### config.mk
export PLATFORM = sky130hd
export DESIGN_NAME = columnar_transposition_top
export DESIGN_NICKNAME = d
export VERILOG_FILES = /design/src/rtl/ct_pkg.sv /design/src/rtl/columnar_transposition_top.sv /design/src/rtl/ct_div.sv
export SDC_FILE = /design/constraint.sdc
export NUM_CORES = 1
export LEC_CHECK = 0
export BUFFER_PORTS_ARGS = -buffer_cell sky130_fd_sc_hd__buf_2
export CORE_MARGIN = 4
export CORE_UTILIZATION = 45
export DETAILED_ROUTE_END_ITERATION = 7
export HOLD_SLACK_MARGIN = 0.1
export SKIP_LAST_GASP = 1
export SYNTH_ARGS = -nofsm -noshare
export SYNTH_HDL_FRONTEND = slang
export SYNTH_SLANG_ARGS = --single-unit
### constraint.sdc
create_clock -name clk -period 2.99 [get_ports clk]
set_input_delay 0.598 -clock clk [delete_from_list [all_inputs] [get_ports clk]]
set_output_delay 0.598 -clock clk [all_outputs]
set_load 0.02 [all_outputs]
### src/rtl/ct_pkg.sv
// Shared types and constants for the columnar transposition block.
// No dependencies; imported by ct_div and columnar_transposition_top.
package ct_pkg;

    localparam int BYTE_W = 8;
    localparam int CFG_W  = 5;  // widest register: row_width

    localparam logic REG_ROW_WIDTH = 1'b0;
    localparam logic REG_DECRYPT   = 1'b1;

    typedef enum logic [2:0] {
        ST_LOAD = 3'b001,
        ST_DIV  = 3'b010,
        ST_EMIT = 3'b100
    } ct_state_t;

endpackage

### src/rtl/columnar_transposition_top.sv
// Columnar transposition: one byte accepted per cycle while loading, then tready
// drops for the division (length by width) and for the emission, which leaves one
// byte per cycle while the output accepts (one memory read port) and ends at the last read.
// The first result is valid once the divider is done and its memory read is registered and buffered.
// Reset: asynchronous, active low; clears counters, flags and control, not the
// message memory. row_width resets to 6, decrypt_mode to 0.
module columnar_transposition_top
    import ct_pkg::*;
#(
    parameter int MAX_LEN   = 64,
    parameter int MAX_WIDTH = 16
) (
    input  logic              clk,
    input  logic              rst_n,
    input  logic              s_axis_tvalid,
    output logic              s_axis_tready,
    input  logic [BYTE_W-1:0] s_axis_tdata,   // [7:0] data_byte
    input  logic              s_axis_tlast,
    output logic              m_axis_tvalid,
    input  logic              m_axis_tready,
    output logic [BYTE_W-1:0] m_axis_tdata,   // [7:0] out_byte
    output logic              m_axis_tlast,
    output logic              m_axis_tuser,   // [0] overflow
    input  logic              cfg_we,
    input  logic              cfg_idx,
    input  logic [CFG_W-1:0]  cfg_wdata
);

    localparam int CNT_W  = $clog2(MAX_LEN + 1);
    localparam int ADDR_W = $clog2(MAX_LEN);
    localparam int WMAX   = (MAX_WIDTH < 31) ? MAX_WIDTH : 31;

    typedef struct packed {
        logic [BYTE_W-1:0] data;
        logic              last;
        logic              ovf;
    } out_item_t;

    logic [BYTE_W-1:0] mem [MAX_LEN];
    logic [BYTE_W-1:0] mem_q_reg;

    ct_state_t         state_reg, state_next;
    logic [CFG_W-1:0]  row_width_reg;
    logic              decrypt_reg;
    logic [CNT_W-1:0]  cnt_reg;
    logic              ovf_reg;

    logic [CNT_W-1:0]  n_reg;
    logic              msg_ovf_reg;
    logic              msg_dec_reg;
    logic [CFG_W-1:0]  w_reg;
    logic [CNT_W-1:0]  rows_reg;
    logic [CFG_W-1:0]  rmd_reg;

    logic [CNT_W-1:0]  k_reg;
    logic [CFG_W-1:0]  col_reg, col_next;
    logic [CNT_W-1:0]  idx_reg, idx_next;
    logic [CNT_W-1:0]  row_reg, row_next;
    logic [CNT_W-1:0]  pos_reg, pos_next;

    logic              pend_reg;
    logic              pend_last_reg;
    logic              pend_ovf_reg;
    out_item_t         fifo [2];
    logic              wr_ptr_reg;
    logic              rd_ptr_reg;
    logic [1:0]        fifo_cnt_reg;

    logic              in_fire;
    logic              full;
    logic [CNT_W-1:0]  n_in;
    logic [CFG_W-1:0]  eff_w;
    logic              div_done;
    logic [CNT_W-1:0]  div_quot;
    logic [CFG_W-1:0]  div_rem;
    logic              pop;
    logic [1:0]        occ;
    logic              rd_en;
    logic              last_issue;
    logic [ADDR_W-1:0] rd_addr;
    logic [CNT_W:0]    enc_sum;
    logic              short_col;
    logic [CNT_W-1:0]  col_len;

    assign s_axis_tready = (state_reg == ST_LOAD);
    assign in_fire       = s_axis_tvalid && s_axis_tready;
    assign full          = (cnt_reg >= CNT_W'(MAX_LEN));
    assign n_in          = full ? cnt_reg : cnt_reg + 1'b1;

    always_comb
    begin
        if (row_width_reg == '0)
            eff_w = CFG_W'(1);
        else if (row_width_reg > CFG_W'(WMAX))
            eff_w = CFG_W'(WMAX);
        else
            eff_w = row_width_reg;
    end

    // config port
    always_ff @(posedge clk or negedge rst_n)
    begin
        if (!rst_n)
        begin
            row_width_reg <= CFG_W'(6);
            decrypt_reg   <= 1'b0;
        end
        else if (cfg_we)
        begin
            unique case (cfg_idx)
                REG_ROW_WIDTH: row_width_reg <= cfg_wdata;
                REG_DECRYPT:   decrypt_reg   <= cfg_wdata[0];
                default:       ;
            endcase
        end
    end

    ct_div #(.CNT_W(CNT_W)) u_div (
        .clk      (clk),
        .rst_n    (rst_n),
        .start    (in_fire && s_axis_tlast),
        .dividend (n_in),
        .divisor  (eff_w),
        .done     (div_done),
        .quot     (div_quot),
        .rem      (div_rem)
    );

    // output buffer credit: pending read plus stored items must fit two slots
    assign pop        = m_axis_tvalid && m_axis_tready;
    assign occ        = fifo_cnt_reg + {1'b0, pend_reg};
    assign rd_en      = (state_reg == ST_EMIT) && ((occ < 2'd2) || pop);
    assign last_issue = (k_reg == n_reg - 1'b1);
    assign rd_addr    = msg_dec_reg ? pos_reg[ADDR_W-1:0] : idx_reg[ADDR_W-1:0];

    // walk of the column-major order of the row-major grid
    assign enc_sum   = {1'b0, idx_reg} + (CNT_W+1)'(w_reg);
    assign short_col = (rmd_reg != '0) && (col_reg >= rmd_reg);
    assign col_len   = rows_reg - CNT_W'(short_col);

    always_comb
    begin
        col_next = col_reg;
        idx_next = idx_reg;
        row_next = row_reg;
        pos_next = pos_reg;
        if (!msg_dec_reg)
        begin
            if (enc_sum < {1'b0, n_reg})
                idx_next = enc_sum[CNT_W-1:0];
            else
            begin
                col_next = col_reg + 1'b1;
                idx_next = CNT_W'(col_reg) + 1'b1;
            end
        end
        else
        begin
            // decrypt: output in row-major order, fetch from column-major slot
            if (({1'b0, col_reg} + 1'b1) < {1'b0, w_reg})
            begin
                col_next = col_reg + 1'b1;
                pos_next = pos_reg + col_len;
            end
            else
            begin
                col_next = '0;
                row_next = row_reg + 1'b1;
                pos_next = row_reg + 1'b1;
            end
        end
    end

    always_comb
    begin
        state_next = state_reg;
        unique case (state_reg)
            ST_LOAD: if (in_fire && s_axis_tlast) state_next = ST_DIV;
            ST_DIV:  if (div_done) state_next = ST_EMIT;
            ST_EMIT: if (rd_en && last_issue) state_next = ST_LOAD;
            default: state_next = ST_LOAD;
        endcase
    end

    always_ff @(posedge clk or negedge rst_n)
    begin
        if (!rst_n)
        begin
            state_reg    <= ST_LOAD;
            cnt_reg      <= '0;
            ovf_reg      <= 1'b0;
            pend_reg     <= 1'b0;
            wr_ptr_reg   <= 1'b0;
            rd_ptr_reg   <= 1'b0;
            fifo_cnt_reg <= '0;
        end
        else
        begin
            state_reg <= state_next;
            if (in_fire)
            begin
                if (s_axis_tlast)
                begin
                    cnt_reg <= '0;
                    ovf_reg <= 1'b0;
                end
                else
                begin
                    cnt_reg <= n_in;
                    ovf_reg <= ovf_reg | full;
                end
            end
            pend_reg <= rd_en;
            if (pend_reg)
                wr_ptr_reg <= ~wr_ptr_reg;
            if (pop)
                rd_ptr_reg <= ~rd_ptr_reg;
            fifo_cnt_reg <= fifo_cnt_reg + {1'b0, pend_reg} - {1'b0, pop};
        end
    end

    always_ff @(posedge clk)
    begin
        if (in_fire && !full)
            mem[cnt_reg[ADDR_W-1:0]] <= s_axis_tdata;
        if (rd_en)
            mem_q_reg <= mem[rd_addr];
    end

    always_ff @(posedge clk)
    begin
        if (in_fire && s_axis_tlast)
        begin
            n_reg       <= n_in;
            msg_ovf_reg <= ovf_reg | full;
            msg_dec_reg <= decrypt_reg;
            w_reg       <= eff_w;
        end
        if (div_done)
        begin
            // rows of the grid, counting a short last row
            rows_reg <= div_quot + CNT_W'(div_rem != '0);
            rmd_reg  <= div_rem;
            k_reg    <= '0;
            col_reg  <= '0;
            idx_reg  <= '0;
            row_reg  <= '0;
            pos_reg  <= '0;
        end
        else if (rd_en)
        begin
            k_reg   <= k_reg + 1'b1;
            col_reg <= col_next;
            idx_reg <= idx_next;
            row_reg <= row_next;
            pos_reg <= pos_next;
        end
        if (rd_en)
        begin
            pend_last_reg <= last_issue;
            pend_ovf_reg  <= msg_ovf_reg;
        end
        if (pend_reg)
            fifo[wr_ptr_reg] <= '{data: mem_q_reg, last: pend_last_reg, ovf: pend_ovf_reg};
    end

    assign m_axis_tvalid = (fifo_cnt_reg != '0);
    assign m_axis_tdata  = fifo[rd_ptr_reg].data;
    assign m_axis_tlast  = fifo[rd_ptr_reg].last;
    assign m_axis_tuser  = fifo[rd_ptr_reg].ovf;

    a_credit: assert property (@(posedge clk) disable iff (!rst_n)
        (fifo_cnt_reg + {1'b0, pend_reg}) <= 2'd2)
        else $error("output buffer overcommitted");

    a_count: assert property (@(posedge clk) disable iff (!rst_n)
        cnt_reg <= CNT_W'(MAX_LEN))
        else $error("byte count beyond buffer");

    a_read: assert property (@(posedge clk) disable iff (!rst_n)
        rd_en |=> pend_reg)
        else $error("issued read lost");

    a_nopop_empty: assert property (@(posedge clk) disable iff (!rst_n)
        (state_reg != ST_EMIT) |-> !rd_en)
        else $error("memory read outside emission");

endmodule

### src/rtl/ct_div.sv
// Restoring divider, one quotient bit per cycle: message length by row width.
// Depends on ct_pkg (CFG_W).
module ct_div
    import ct_pkg::*;
#(
    parameter int CNT_W = 7
) (
    input  logic             clk,
    input  logic             rst_n,
    input  logic             start,
    input  logic [CNT_W-1:0] dividend,
    input  logic [CFG_W-1:0] divisor,
    output logic             done,
    output logic [CNT_W-1:0] quot,
    output logic [CFG_W-1:0] rem
);

    localparam int ITER_W = $clog2(CNT_W + 1);

    logic              busy_reg;
    logic              done_reg;
    logic [ITER_W-1:0] iter_reg;
    logic [CNT_W-1:0]  dvd_reg;
    logic [CFG_W-1:0]  dvs_reg;
    logic [CFG_W-1:0]  rem_reg;
    logic [CNT_W-1:0]  quo_reg;
    logic [CFG_W:0]    trial;
    logic              fits;

    assign trial = {rem_reg, dvd_reg[CNT_W-1]};
    assign fits  = (trial >= {1'b0, dvs_reg});

    always_ff @(posedge clk or negedge rst_n)
    begin
        if (!rst_n)
        begin
            busy_reg <= 1'b0;
            done_reg <= 1'b0;
            iter_reg <= '0;
        end
        else
        begin
            done_reg <= 1'b0;
            if (start)
            begin
                busy_reg <= 1'b1;
                iter_reg <= ITER_W'(CNT_W);
            end
            else if (busy_reg)
            begin
                iter_reg <= iter_reg - 1'b1;
                if (iter_reg == ITER_W'(1))
                begin
                    busy_reg <= 1'b0;
                    done_reg <= 1'b1;
                end
            end
        end
    end

    always_ff @(posedge clk)
    begin
        if (start)
        begin
            dvd_reg <= dividend;
            dvs_reg <= divisor;
            rem_reg <= '0;
            quo_reg <= '0;
        end
        else if (busy_reg)
        begin
            dvd_reg <= {dvd_reg[CNT_W-2:0], 1'b0};
            quo_reg <= {quo_reg[CNT_W-2:0], fits};
            if (fits)
                rem_reg <= CFG_W'(trial - {1'b0, dvs_reg});
            else
                rem_reg <= trial[CFG_W-1:0];
        end
    end

    assign done = done_reg;
    assign quot = quo_reg;
    assign rem  = rem_reg;

endmodule

==> metrics <==
status complete, no violations; crit-path max FO 2; Initial Util 45.8%; library cells used by synthesis 61; GR Util All Layers 23.7%; fmax 338 MHz; most common cell after layout, fill and taps aside edfxtp_1; Max-slew headroom approximately 38%; synthesis-to-layout area growth 17.1%; Clock H-tree levels 3; I/O pin count 32; worst vdd ir 0.704 mV; number of max-cap violations 0; fin crit share approximately 100%; die height 268 um; Gate power share 38.4%; Max clock buf depth 3; Port Buffers 31; std cell rows between 90 and 100; Sw Pwr 0.0114 W; Max stage delay on crit path 390 ps; routed len/inst 22.8 um; placed cell count between 3000 and 4000; Top FF cell, synth edfxtp_1; Detailed Route WL 85.4 mm; critical-path cell list ha_1, nand2b_4, a21oi_2, nor2b_1, o21ai_1, nand2b_1, a21oi_2, a21oi_1, ha_1, inv_1, ha_2, buf_4, a21o_1, a21oi_2, o21ai_1, xnor2_1, o211ai_1, a21oi_1; Clock power frac 27.9%; Hold/Removal Path Class in -> reg; Fin Setup TNS 0 ps; routability cong. 0.876; Final Max Slew Viols 0; PwrDens 913 nW/um^2; Net Sw Frac a little over a third; P_leak 12.5 nW; die area about 72000 um^2; Final Skew 15.7 ps; yosys warns 0; Yosys top cell by area edfxtp_1; cell mode on critical path a21oi_2; CTS buffer count between 70 and 80; Critical Path AT 3440 ps; clk_lat worst skew 610 ps; final setup vio count 0; most frequent cells in the layout edfxtp_1 (574), a21oi_1 (375), nand2b_1 (337), buf_4 (201), nor2_1 (193); Clock Tree Root clkbuf_16; Core ar. 66300 um^2; asr flop ratio synth 4.20%; Clock Pin Slew Worst Setup and Hold Paths 60 ps; register-to-register setup slack 30 ps; WS Path Type reg -> reg; max FFs per register 512; Synth area leaders edfxtp_1 (57%), nand2b_1 (7.0%), a21oi_1 (6.3%), a22oi_1 (4.1%), dfxtp_1 (2.8%); First-pass DRT Iterations 6; Final min period slightly below 3000 ps; Avg Inst Size Synth 11.5 um^2; vias between 20000 and 25000; CP max stage cell edfxtp_1; global-route wire length before repair between 100 and 150 mm; top cell type's share of synthesized area 56.7%; DP HPWL 55.1 mm; Non-Filler Instances 3739; Die Width 268 um; post-synthesis register bit count 643; vias in the first global route 21414; RSZ-0062 raised after global routing true; Worst Path Buf+Inv 2; Worst Path Required 3470 ps; DR iter-0 viols about 2300; sequential area share after synthesis 61.7%; number of flops mapped to enable cells by yosys 574; total power draw 0.0325 W; DRC 0; DR vias/cell between 5 and 6; CTS tree done; Mapped Area 30400 um^2; Reg power frac 33.7%; post-route ant nets 0; Startpoint Class register; Worst Setup End Kind register; CP delay by family, top compound AO/OA/AOI/OAI gates; synthesized net count about 2700; largest net degree at the start of global routing 136; Sink Count 643; Post-Synthesis Cells 2645; antenna violations before repair 2; Final Hold Fails 0; Antenna diodes 0; grt ovf 0; Pint 0.0211 W; NumNets Final 2888; fraction of layout cells with a size suffix above 1 14.9%; worst-margin pin slew between 900 and 1000 ps
layout make-up:
| type | count | area [um^2] |
|---|---|---|
| clock buffers | 93 | 2040 |
| clock inverters | 41 | 395 |
| fillers | 5612 | 30800 |
| inverters | 60 | 225 |
| multi-input cells | 1776 | 10800 |
| flip-flops and latches | 643 | 18800 |
| well taps | 864 | 1080 |
| repair buffers | 262 | 2240 |
metrics by stage:
stage               utilization [%]  setup WS [ps]  hold slack [ps]  cell area (um^2)
global route                   53.6           -222              209             35600
finish                         53.6           30.5              234             35600
floorplan                         -           3.85              302             30400
CTS                            53.4           8.84              198             35400
detailed placement             49.7           -167              406             33000
global placement               49.7           -219              406             33000
logic make-up after synthesis:
logic type / share of synthesized area (%)
simple gates: 14.3
xor+xnor: 1.58
mux: 1.16
buf+inv: 3.11
flops: 61.7
fa+ha+maj: 2.22
compound gates: 15.9
power groups by stage:
stage / logic, W / clock network, W / registers (W)
after floorplan: 0.00784 / 0 / 0.0109
after global placement: 0.0118 / 0 / 0.0111
after detailed placement: 0.0120 / 0 / 0.0111
after CTS: 0.0122 / 0.00923 / 0.0109
after global routing: 0.0136 / 0.00962 / 0.0110
final: 0.0125 / 0.00908 / 0.0110
worst min-delay path, stage by stage:
cell     delay [ps]
buf_2            80
nand2_1          40
o21ai_0          80
cells in the mapped netlist (all sizes together), types with 8 or more instances:
cell type / number
edfxtp: 574
nor3: 63
a211oi: 12
nand2: 85
o22ai: 109
nor3b: 10
a21oi: 385
a22oi: 164
or4: 15
xor2: 23
mux2: 17
and3: 13
xnor2: 29
and2: 10
nor2b: 13
ha: 49
mux2i: 16
dfxtp: 42
inv: 59
a31oi: 8
o21ai: 102
o31ai: 11
clkbuf: 94
nand2b: 339
nand4: 22
nand3: 26
buf: 72
a21o: 9
dfrtp: 24
nor2: 195
worst paths after layout:
path,start,to,cells after the start
min in group asynchronous,rst_n,row_width_reg[0],2
max in group asynchronous,rst_n,rd_ptr_reg,2
worst max register to register,rmd_reg[0],pos_reg[5],18
worst min-delay path,cfg_wdata[4],row_width_reg[4],3
worst max-delay path,rmd_reg[0],pos_reg[5],18
worst min register to register,msg_ovf_reg,pend_ovf_reg,0
routing by layer:
metal	global-route usage [%]	up-vias	wire, um
met5	0	-	0
met4	6.43	0	2170
met3	4.08	135	5990
met2	37.8	771	39600
met1	34.1	10981	37700
li1	-	10205	-
repair_timing:
item | CTS | global route
pin swaps | 5 | 12
hold buffers | 1 | 0
hold endpoints to repair | 24 | 0
endpoints found under the setup margin | 12 | 25
setup buffers | 3 | 4
resized for setup | 10 | 24
(Power assumes the default switching activity.)
